<file path="src/rtl/scsu_pkg.sv">
// shared types and constants for the sorted column set update block
// holds the transfer payload structs and the controller/datapath command and status structs
// no dependencies
package scsu_pkg;

    localparam int unsigned CAPACITY_DEF = 128;
    localparam int unsigned COL_W        = 15;
    localparam int unsigned RIDX_W       = 7;
    localparam int unsigned TOTAL_W      = 8;

    // operation codes carried in the func field
    localparam logic [1:0] FUNC_SINGLE = 2'd0;
    localparam logic [1:0] FUNC_RANGE  = 2'd1;
    localparam logic [1:0] FUNC_READ   = 2'd2;

    typedef struct packed {
        logic [1:0]        func;
        logic              set_not_clear;
        logic [COL_W-1:0]  column;
        logic [COL_W-1:0]  end_column;
        logic [COL_W-1:0]  interval;
        logic [RIDX_W-1:0] read_index;
    } scsu_cmd_t;

    typedef struct packed {
        logic [TOTAL_W-1:0] stop_total;
        logic               changed;
        logic               overflow;
        logic               read_valid;
        logic [COL_W-1:0]   read_column;
    } scsu_rsp_t;

    // memory read address source
    typedef enum logic [1:0] {
        RD_FIRST,
        RD_NEXT,
        RD_PICK
    } scsu_rd_sel_t;

    // memory write address source
    typedef enum logic [1:0] {
        WA_PTR,
        WA_PREV,
        WA_COUNT
    } scsu_wa_sel_t;

    // memory write data source
    typedef enum logic [1:0] {
        WD_COL,
        WD_CARRY,
        WD_FETCH
    } scsu_wd_sel_t;

    typedef struct packed {
        logic         load;
        logic         ptr_clr;
        logic         ptr_inc;
        logic         rd_en;
        scsu_rd_sel_t rd_sel;
        logic         wr_en;
        scsu_wa_sel_t wa_sel;
        scsu_wd_sel_t wd_sel;
        logic         carry_load;
        logic         count_inc;
        logic         count_dec;
        logic         mark_changed;
        logic         mark_overflow;
        logic         col_step;
        logic         read_take;
        logic         rsp_load;
    } scsu_ctl_t;

    typedef struct packed {
        logic [1:0] func;
        logic       set_not_clear;
        logic       cmp_lt;
        logic       cmp_eq;
        logic       ptr_last;
        logic       ptr_at_count;
        logic       count_zero;
        logic       full;
        logic       range_empty;
        logic       range_last;
        logic       ridx_ok;
    } scsu_sts_t;

endpackage

</file>
<file path="src/rtl/scsu_dp.sv">
// datapath: stop list memory, count, scan pointer, carry, operand and result registers
// depends on scsu_pkg
module scsu_dp #(
    parameter int unsigned CAPACITY = scsu_pkg::CAPACITY_DEF
) (
    input  logic              clk,
    input  logic              rst_n,
    input  scsu_pkg::scsu_cmd_t cmd,
    input  scsu_pkg::scsu_ctl_t ctl,
    output scsu_pkg::scsu_sts_t sts,
    output scsu_pkg::scsu_rsp_t rsp
);
    import scsu_pkg::*;

    localparam int unsigned AW = (CAPACITY > 1) ? $clog2(CAPACITY) : 1;
    localparam int unsigned CW = $clog2(CAPACITY + 1);
    localparam int unsigned IW = (CW > RIDX_W) ? CW : RIDX_W;

    logic [COL_W-1:0]  mem [CAPACITY];

    logic [COL_W-1:0]  rd_data_reg;
    logic [COL_W-1:0]  carry_reg;
    logic [CW-1:0]     count_reg;
    logic [CW-1:0]     ptr_reg;

    logic [1:0]        func_reg;
    logic              set_reg;
    logic [COL_W-1:0]  col_reg;
    logic [COL_W-1:0]  end_reg;
    logic [COL_W-1:0]  step_reg;
    logic [RIDX_W-1:0] ridx_reg;

    logic              changed_reg;
    logic              overflow_reg;
    logic              rvalid_reg;
    logic [COL_W-1:0]  rcol_reg;
    scsu_rsp_t         rsp_reg;

    logic [CW:0]       ptr_plus;
    logic [CW-1:0]     ptr_prev;
    logic              next_ok;
    logic              rd_fire;
    logic [AW-1:0]     rd_addr;
    logic [AW-1:0]     wr_addr;
    logic [COL_W-1:0]  wr_data;
    logic [COL_W:0]    col_sum;

    assign ptr_plus = {1'b0, ptr_reg} + {{CW{1'b0}}, 1'b1};
    assign ptr_prev = ptr_reg - {{(CW-1){1'b0}}, 1'b1};
    assign next_ok  = ptr_plus < {1'b0, count_reg};
    assign col_sum  = {1'b0, col_reg} + {1'b0, step_reg};

    always_comb
    begin
        case (ctl.rd_sel)
            RD_FIRST: rd_addr = '0;
            RD_NEXT:  rd_addr = ptr_plus[AW-1:0];
            RD_PICK:  rd_addr = AW'(ridx_reg);
            default:  rd_addr = '0;
        endcase
    end

    // a look-ahead read beyond the held entries is dropped
    assign rd_fire = ctl.rd_en && ((ctl.rd_sel != RD_NEXT) || next_ok);

    always_comb
    begin
        case (ctl.wa_sel)
            WA_PTR:   wr_addr = ptr_reg[AW-1:0];
            WA_PREV:  wr_addr = ptr_prev[AW-1:0];
            WA_COUNT: wr_addr = count_reg[AW-1:0];
            default:  wr_addr = ptr_reg[AW-1:0];
        endcase
    end

    always_comb
    begin
        case (ctl.wd_sel)
            WD_COL:   wr_data = col_reg;
            WD_CARRY: wr_data = carry_reg;
            WD_FETCH: wr_data = rd_data_reg;
            default:  wr_data = col_reg;
        endcase
    end

    // list memory, one write and one registered read a cycle
    always_ff @(posedge clk)
    begin
        if (ctl.wr_en)
        begin
            mem[wr_addr] <= wr_data;
        end
        if (rd_fire)
        begin
            rd_data_reg <= mem[rd_addr];
        end
    end

    always_ff @(posedge clk or negedge rst_n)
    begin
        if (!rst_n)
        begin
            count_reg <= '0;
        end
        else if (ctl.count_inc)
        begin
            count_reg <= count_reg + {{(CW-1){1'b0}}, 1'b1};
        end
        else if (ctl.count_dec)
        begin
            count_reg <= count_reg - {{(CW-1){1'b0}}, 1'b1};
        end
    end

    // operands, pointer, carry, per-item flags and response register
    always_ff @(posedge clk)
    begin
        if (ctl.load)
        begin
            func_reg     <= cmd.func;
            set_reg      <= cmd.set_not_clear;
            col_reg      <= cmd.column;
            end_reg      <= cmd.end_column;
            step_reg     <= cmd.interval;
            ridx_reg     <= cmd.read_index;
            changed_reg  <= 1'b0;
            overflow_reg <= 1'b0;
            rvalid_reg   <= 1'b0;
            rcol_reg     <= '0;
        end
        else
        begin
            if (ctl.col_step)
            begin
                col_reg <= col_sum[COL_W-1:0];
            end
            if (ctl.mark_changed)
            begin
                changed_reg <= 1'b1;
            end
            if (ctl.mark_overflow)
            begin
                overflow_reg <= 1'b1;
            end
            if (ctl.read_take)
            begin
                rvalid_reg <= 1'b1;
                rcol_reg   <= rd_data_reg;
            end
        end

        if (ctl.ptr_clr)
        begin
            ptr_reg <= '0;
        end
        else if (ctl.ptr_inc)
        begin
            ptr_reg <= ptr_plus[CW-1:0];
        end

        if (ctl.carry_load)
        begin
            carry_reg <= rd_data_reg;
        end

        if (ctl.rsp_load)
        begin
            rsp_reg.stop_total  <= TOTAL_W'(count_reg);
            rsp_reg.changed     <= changed_reg;
            rsp_reg.overflow    <= overflow_reg;
            rsp_reg.read_valid  <= rvalid_reg;
            rsp_reg.read_column <= rcol_reg;
        end
    end

    assign sts.func          = func_reg;
    assign sts.set_not_clear = set_reg;
    assign sts.cmp_lt        = rd_data_reg < col_reg;
    assign sts.cmp_eq        = rd_data_reg == col_reg;
    assign sts.ptr_last      = ptr_plus == {1'b0, count_reg};
    assign sts.ptr_at_count  = ptr_reg == count_reg;
    assign sts.count_zero    = count_reg == '0;
    assign sts.full          = count_reg == CW'(CAPACITY);
    assign sts.range_empty   = col_reg > end_reg;
    assign sts.range_last    = (step_reg == '0) || (col_sum > {1'b0, end_reg});
    assign sts.ridx_ok       = IW'(ridx_reg) < IW'(count_reg);

    assign rsp = rsp_reg;

endmodule

</file>
<file path="src/rtl/scsu_ctrl.sv">
// controller state machine: sequences the scan, insert and delete passes and the handshakes
// depends on scsu_pkg
module scsu_ctrl (
    input  logic                clk,
    input  logic                rst_n,
    input  logic                cmd_valid,
    output logic                cmd_stall,
    output logic                rsp_valid,
    input  logic                rsp_stall,
    input  scsu_pkg::scsu_sts_t sts,
    output scsu_pkg::scsu_ctl_t ctl
);
    import scsu_pkg::*;

    typedef enum logic [8:0] {
        ST_IDLE     = 9'b000000001,
        ST_DISPATCH = 9'b000000010,
        ST_START    = 9'b000000100,
        ST_SCAN     = 9'b000001000,
        ST_INS      = 9'b000010000,
        ST_DEL      = 9'b000100000,
        ST_NEXT     = 9'b001000000,
        ST_READ     = 9'b010000000,
        ST_DONE     = 9'b100000000
    } state_t;

    state_t state_reg;
    state_t state_next;
    logic   rsp_valid_reg;
    logic   rsp_valid_next;
    logic   rsp_free;

    assign cmd_stall = state_reg != ST_IDLE;
    assign rsp_valid = rsp_valid_reg;
    assign rsp_free  = !rsp_valid_reg || !rsp_stall;

    always_comb
    begin
        state_next = state_reg;
        ctl        = '0;

        case (state_reg)
            ST_IDLE:
            begin
                if (cmd_valid)
                begin
                    ctl.load   = 1'b1;
                    state_next = ST_DISPATCH;
                end
            end

            ST_DISPATCH:
            begin
                case (sts.func)
                    FUNC_SINGLE: state_next = ST_START;
                    FUNC_RANGE:  state_next = sts.range_empty ? ST_DONE : ST_START;
                    FUNC_READ:
                    begin
                        if (sts.ridx_ok)
                        begin
                            ctl.rd_en  = 1'b1;
                            ctl.rd_sel = RD_PICK;
                            state_next = ST_READ;
                        end
                        else
                        begin
                            state_next = ST_DONE;
                        end
                    end
                    default:     state_next = ST_DONE;
                endcase
            end

            // one column: empty list handled at once, otherwise start scan at entry 0
            ST_START:
            begin
                if (sts.count_zero)
                begin
                    if (sts.set_not_clear)
                    begin
                        ctl.wr_en        = 1'b1;
                        ctl.wa_sel       = WA_COUNT;
                        ctl.wd_sel       = WD_COL;
                        ctl.count_inc    = 1'b1;
                        ctl.mark_changed = 1'b1;
                    end
                    state_next = ST_NEXT;
                end
                else
                begin
                    ctl.rd_en   = 1'b1;
                    ctl.rd_sel  = RD_FIRST;
                    ctl.ptr_clr = 1'b1;
                    state_next  = ST_SCAN;
                end
            end

            // fetched entry at the pointer compared against the column
            ST_SCAN:
            begin
                if (sts.cmp_lt)
                begin
                    if (sts.ptr_last)
                    begin
                        if (sts.set_not_clear)
                        begin
                            if (sts.full)
                            begin
                                ctl.mark_overflow = 1'b1;
                            end
                            else
                            begin
                                ctl.wr_en        = 1'b1;
                                ctl.wa_sel       = WA_COUNT;
                                ctl.wd_sel       = WD_COL;
                                ctl.count_inc    = 1'b1;
                                ctl.mark_changed = 1'b1;
                            end
                        end
                        state_next = ST_NEXT;
                    end
                    else
                    begin
                        ctl.rd_en   = 1'b1;
                        ctl.rd_sel  = RD_NEXT;
                        ctl.ptr_inc = 1'b1;
                    end
                end
                else if (sts.cmp_eq)
                begin
                    if (sts.set_not_clear)
                    begin
                        state_next = ST_NEXT;
                    end
                    else if (sts.ptr_last)
                    begin
                        ctl.count_dec    = 1'b1;
                        ctl.mark_changed = 1'b1;
                        state_next       = ST_NEXT;
                    end
                    else
                    begin
                        ctl.rd_en   = 1'b1;
                        ctl.rd_sel  = RD_NEXT;
                        ctl.ptr_inc = 1'b1;
                        state_next  = ST_DEL;
                    end
                end
                else
                begin
                    if (!sts.set_not_clear)
                    begin
                        state_next = ST_NEXT;
                    end
                    else if (sts.full)
                    begin
                        ctl.mark_overflow = 1'b1;
                        state_next        = ST_NEXT;
                    end
                    else
                    begin
                        ctl.wr_en      = 1'b1;
                        ctl.wa_sel     = WA_PTR;
                        ctl.wd_sel     = WD_COL;
                        ctl.carry_load = 1'b1;
                        ctl.rd_en      = 1'b1;
                        ctl.rd_sel     = RD_NEXT;
                        ctl.ptr_inc    = 1'b1;
                        state_next     = ST_INS;
                    end
                end
            end

            // ripple the displaced entry upwards
            ST_INS:
            begin
                ctl.wr_en  = 1'b1;
                ctl.wa_sel = WA_PTR;
                ctl.wd_sel = WD_CARRY;
                if (sts.ptr_at_count)
                begin
                    ctl.count_inc    = 1'b1;
                    ctl.mark_changed = 1'b1;
                    state_next       = ST_NEXT;
                end
                else
                begin
                    ctl.carry_load = 1'b1;
                    ctl.rd_en      = 1'b1;
                    ctl.rd_sel     = RD_NEXT;
                    ctl.ptr_inc    = 1'b1;
                end
            end

            // move each later entry down by one
            ST_DEL:
            begin
                ctl.wr_en  = 1'b1;
                ctl.wa_sel = WA_PREV;
                ctl.wd_sel = WD_FETCH;
                if (sts.ptr_last)
                begin
                    ctl.count_dec    = 1'b1;
                    ctl.mark_changed = 1'b1;
                    state_next       = ST_NEXT;
                end
                else
                begin
                    ctl.rd_en   = 1'b1;
                    ctl.rd_sel  = RD_NEXT;
                    ctl.ptr_inc = 1'b1;
                end
            end

            ST_NEXT:
            begin
                if ((sts.func != FUNC_RANGE) || sts.range_last)
                begin
                    state_next = ST_DONE;
                end
                else
                begin
                    ctl.col_step = 1'b1;
                    state_next   = ST_START;
                end
            end

            ST_READ:
            begin
                ctl.read_take = 1'b1;
                state_next    = ST_DONE;
            end

            ST_DONE:
            begin
                if (rsp_free)
                begin
                    ctl.rsp_load = 1'b1;
                    state_next   = ST_IDLE;
                end
            end

            default:
            begin
                state_next = ST_IDLE;
            end
        endcase
    end

    always_comb
    begin
        rsp_valid_next = rsp_valid_reg;
        if (ctl.rsp_load)
        begin
            rsp_valid_next = 1'b1;
        end
        else if (rsp_valid_reg && !rsp_stall)
        begin
            rsp_valid_next = 1'b0;
        end
    end

    always_ff @(posedge clk or negedge rst_n)
    begin
        if (!rst_n)
        begin
            state_reg     <= ST_IDLE;
            rsp_valid_reg <= 1'b0;
        end
        else
        begin
            state_reg     <= state_next;
            rsp_valid_reg <= rsp_valid_next;
        end
    end

endmodule

</file>
<file path="src/rtl/sorted_column_set_update.sv">
// top level of the sorted column set update block (tab stop list)
// joins the controller scsu_ctrl and the datapath scsu_dp; types from scsu_pkg
//
//  channel  dir  handshake             payload
//  cmd      in   cmd_valid/cmd_stall   scsu_cmd_t: func, set_not_clear, column, end_column,
//                                      interval, read_index
//  rsp      out  rsp_valid/rsp_stall   scsu_rsp_t: stop_total, changed, overflow,
//                                      read_valid, read_column
//
// walk: a single set or clear walks the list memory one entry a cycle (search, then ripple
//   up or down); a range repeats that per column stepped
// reset: asynchronous, clears the stop count and the control; the list contents need none
// stalls: one command is worked at a time; the next transfer is taken while a finished
//   response still waits in its output register
module sorted_column_set_update #(
    parameter int unsigned CAPACITY = scsu_pkg::CAPACITY_DEF
) (
    input  logic                clk,
    input  logic                rst_n,
    input  logic                cmd_valid,
    output logic                cmd_stall,
    input  scsu_pkg::scsu_cmd_t cmd,
    output logic                rsp_valid,
    input  logic                rsp_stall,
    output scsu_pkg::scsu_rsp_t rsp
);
    import scsu_pkg::*;

    // command and status between controller and datapath
    scsu_ctl_t ctl;
    scsu_sts_t sts;

    // sequencer: owns both handshakes and the walk over the list
    scsu_ctrl u_ctrl (
        .clk       (clk),
        .rst_n     (rst_n),
        .cmd_valid (cmd_valid),
        .cmd_stall (cmd_stall),
        .rsp_valid (rsp_valid),
        .rsp_stall (rsp_stall),
        .sts       (sts),
        .ctl       (ctl)
    );

    // list memory, count, pointer and response register
    scsu_dp #(
        .CAPACITY (CAPACITY)
    ) u_dp (
        .clk   (clk),
        .rst_n (rst_n),
        .cmd   (cmd),
        .ctl   (ctl),
        .sts   (sts),
        .rsp   (rsp)
    );

endmodule
</file>
<file path="config.mk">
export PLATFORM = sky130hd
export DESIGN_NAME = sorted_column_set_update
export DESIGN_NICKNAME = d
export VERILOG_FILES = /design/src/rtl/scsu_pkg.sv /design/src/rtl/scsu_dp.sv /design/src/rtl/scsu_ctrl.sv /design/src/rtl/sorted_column_set_update.sv
export SDC_FILE = /design/constraint.sdc
export NUM_CORES = 2
export LEC_CHECK = 0
export BUFFER_PORTS_ARGS = -buffer_cell sky130_fd_sc_hd__clkbuf_2
export CAP_MARGIN = 20
export CORE_MARGIN = 4
export CORE_UTILIZATION = 37
export DETAILED_ROUTE_END_ITERATION = 10
export GPL_TIMING_DRIVEN = 0
export PLACE_DENSITY_LB_ADDON = 0.1
export SETUP_SLACK_MARGIN = 0.05
export SYNTH_ARGS = -nofsm -noshare
export SYNTH_HDL_FRONTEND = slang
export SYNTH_SLANG_ARGS = --single-unit
</file>
<file path="constraint.sdc">
create_clock -name clk -period 15.1 [get_ports clk]
set_input_delay 1.51 -clock clk [delete_from_list [all_inputs] [get_ports clk]]
set_output_delay 1.51 -clock clk [all_outputs]
set_load 0.02 [all_outputs]
</file>
==> results.cfg <==
[critical_path]
worstPathMaxFanout = 10
timing.rr.end = u_dp.rd_data_reg[12]
critPathTopFamily = compound AO/OA/AOI/OAI gates
path_cells = ha_1 > and3_1 > and2_4 > xnor2_1 > inv_1 > ha_1 > nand4_1 > a311oi_4 > a221o_1 > a21boi_2 > ha_1 > buf_2 > nand3b_1 > o21a_1 > buf_2 > buf_2 > buf_1 > a31oi_1 > o211ai_1 > nand3_1 > a22oi_1 > nand4_1
arrival_ps = 10200
crit_slowest_cell = buf_1
required_ps = 15600
cp_slowest_stage_delay_ps = 910
start_kind = register
worstSetupPathType = reg -> reg
r2r_slack_ps = 5390
ff2ff_path_depth = 22
crit_buf_inv = 5
endpoint_kind = register
r2r-start = u_dp.ptr_reg[0]

[clocking]
clock_path_buffers = 3
cts_tree = done
postCtsSetupBuffers = 0
clock_latency_ps = 900
cts.sinks = 2075
postCtsHoldBufs = 0
cts_root_buf = clkbuf_16
clk_pin_slew_ps = 60
cts_buffers = 225
htreeDepth = 4
cts_resized = 0

[timing]
fin_crit_ps = 9710
fin_tns_setup_ps = 0
drv_slew = 0
skew_ps = 63.0
fmaxAchievable_ghz = 0.103
period_share_pct = 64.3
max_slew_margin_pct = 11.0
setup_viol = 0
hold-worst-slack_ps = 431
tightest_slew_ps = 1330
rsz0062_at_grt = no
hold_viol = 0
fin_ws_ps = 5390

[detailed_routing]
post_drt_wl_per_cell_microns = 42.6
drtIter0Drc = 9808
drt_wl_total_microns = 420000
ant_nets = 0
vias_per_cell = 6.13
drc_errors = 0
dr_total_vias = 60500
dr.pass1.iters = 8

[hold_path]
hold_end = u_dp.rsp[15]
hold_path_class = reg -> reg
min_path_cells = 0
worstHoldStart = u_dp.rvalid_reg

[yosys]
ys_ff_latch = 2075
synth.distinct_cells = 100
synth_ff_type = edfxtp_1
async_flop_share_pct = 0.867
synth_edf_count = 2031
syn_area_sq_um = 86700
syn_area_per_cell_sq_um = 14.5
ys_seq_area_share_pct = 71.5
synthCells = 5989
syn-num-nets = 6139
yosysWarningCount = 0

[flow_run]
drv_cap = 0

[floorplan]
std_cell_rows = 177
start_util_pct = 37.2
die_area_sq_um = 242000
ios = 87
die_h_microns = 492
core_area_sq_um = 233000
die_w_microns = 492

[placement]
detailed_place_hpwl_microns = 316000
numPortBuffers = 86
gp_congestion = 1.06
place_ws_ps = 5700

[pwr]
peakVddDrop_v = 0.000114
power_density_nw_per_um2 = 149
p_leak_uw = 0.0351

[grt]
grt_overflow = 0
grt_pass1_wl_microns = 541000
first_global_vias = 56300
grt_max_degree = 41
antenna_found_initial = 48
track_usage_pct = 33.9

[final_layout]
finalNetCount = 6683
drive_gt1_share_pct = 18.8
n_fill_cell = 20900
largest_reg_flops = 1920
syn_to_final_growth_pct = 19.0

[run_status]
status = complete, no violations
-- worst max path at each step --
stage | start | endpoint | slack [ps] | depth (start not counted)
detailed placement | u_dp.ptr_reg[0] | u_dp.rd_data_reg[2] | 5700 | 21
finish | u_dp.ptr_reg[0] | u_dp.rd_data_reg[12] | 5390 | 22
global placement | u_ctrl.state_reg[2] | u_dp.mem[76][6] | 550 | 9
floorplan | u_ctrl.state_reg[2] | u_dp.mem[0][0] | 8680 | 9
CTS | u_dp.ptr_reg[0] | u_dp.rd_data_reg[2] | 5680 | 21
global route | u_dp.ptr_reg[0] | u_dp.rd_data_reg[13] | 5340 | 22
-- layer usage --
layer	GRT usage [%]	vias up	part of all wire, %
li1	-	24200	-
met1	44.0	31500	38
met2	50.1	3999	43
met3	7.63	916	9.9
met4	24.2	12	8.8
met5	0	-	0.021
-- Yosys cell counts, drive strengths merged (11+ instances only) --
library cell,count,area [sq um]
a2111oi,14,123
a211oi,110,826
a21o,24,180
a21oi,163,816
a221oi,32,280
a22oi,26,205
a311oi,69,622
a31oi,83,526
and2,20,128
and3,60,375
buf,275,1700
clkbuf,111,417
dfrtp,17,425
dfxtp,26,521
edfxtp,2031,61000
ha,89,1110
inv,104,390
mux2,17,195
mux2i,248,2480
mux4,113,2570
nand2,929,3490
nand2b,12,75.1
nand3,320,1600
nand4,24,150
nor2,319,1220
nor2b,13,81.3
nor3,186,947
nor4,12,96.3
o2111ai,11,96.3
o211ai,58,537
o21a,20,151
o21ai,114,601
o221ai,17,149
o22ai,15,93.8
o311a,11,110
o311ai,54,473
o31a,15,131
or2,55,344
or3,53,332
xnor2,17,164
xor2,14,123
-- kinds of logic after synthesis --
logic type	share of synthesized area, %
AND/OR/NAND/NOR	10.4
buffers and inverters	2.89
XOR/XNOR	0.331
adder cells (fa/ha/maj)	1.33
AO/OA/AOI/OAI	7.53
multiplexers	6.05
flip-flops	71.5
-- metrics by stage --
stage	utilization [%]	cells	area, sq um	total power [uW]
after global routing	44.3	9851	103000	15700
after detailed placement	41.2	9432	96000	9940
after CTS	44.3	9844	103000	15300
after floorplan	-	5989	86700	8570
final	44.3	9870	103000	15300
after global placement	39.1	9207	91000	9910
-- placed cells by master, fill, tap and decap left out, types with 21 or more instances in the layout --
cell          n
a21o_1       24
or2_2        54
buf_2       191
nand2_1     927
mux4_2      107
clkinv_2     43
inv_1       103
buf_4        57
clkbuf_1    155
edfxtp_1   2031
a211oi_1    110
buf_16       67
o311ai_0     45
buf_6        21
o211ai_1     50
a21oi_1     147
and3_1       60
or3_1        53
nand3_1     320
nand4_1      24
mux2i_1     248
clkbuf_2     93
ha_1         89
clkbuf_16   227
a31oi_1      82
clkinv_1     53
nor2_2      106
nor3_1      184
o21ai_0     108
buf_12       58
buf_8        85
a311oi_1     68
dfxtp_1      26
nor2_4       24
nor2_1      188
a221oi_1     32
a22oi_1      24
-- where the power goes --
part	switching (uW)	internal [uW]
logic	1870	793
registers	95.3	7120
clock network	2410	3040
-- final cells by class --
cell class	instances	area, sq um	share of cell area, %
Antenna cell	20	50.0	0.0485
Buffer	386	2130	2.06
Clock buffer	279	5900	5.71
Clock inverter	133	1210	1.17
Inverter	105	394	0.382
Multi-Input combinational cell	3423	22900	22.1
Sequential cell	2075	62000	60.0
Tap cell	3132	3920	3.80
Timing Repair Buffer	317	4770	4.63
Note: power is estimated with default switching activity, not from simulation.
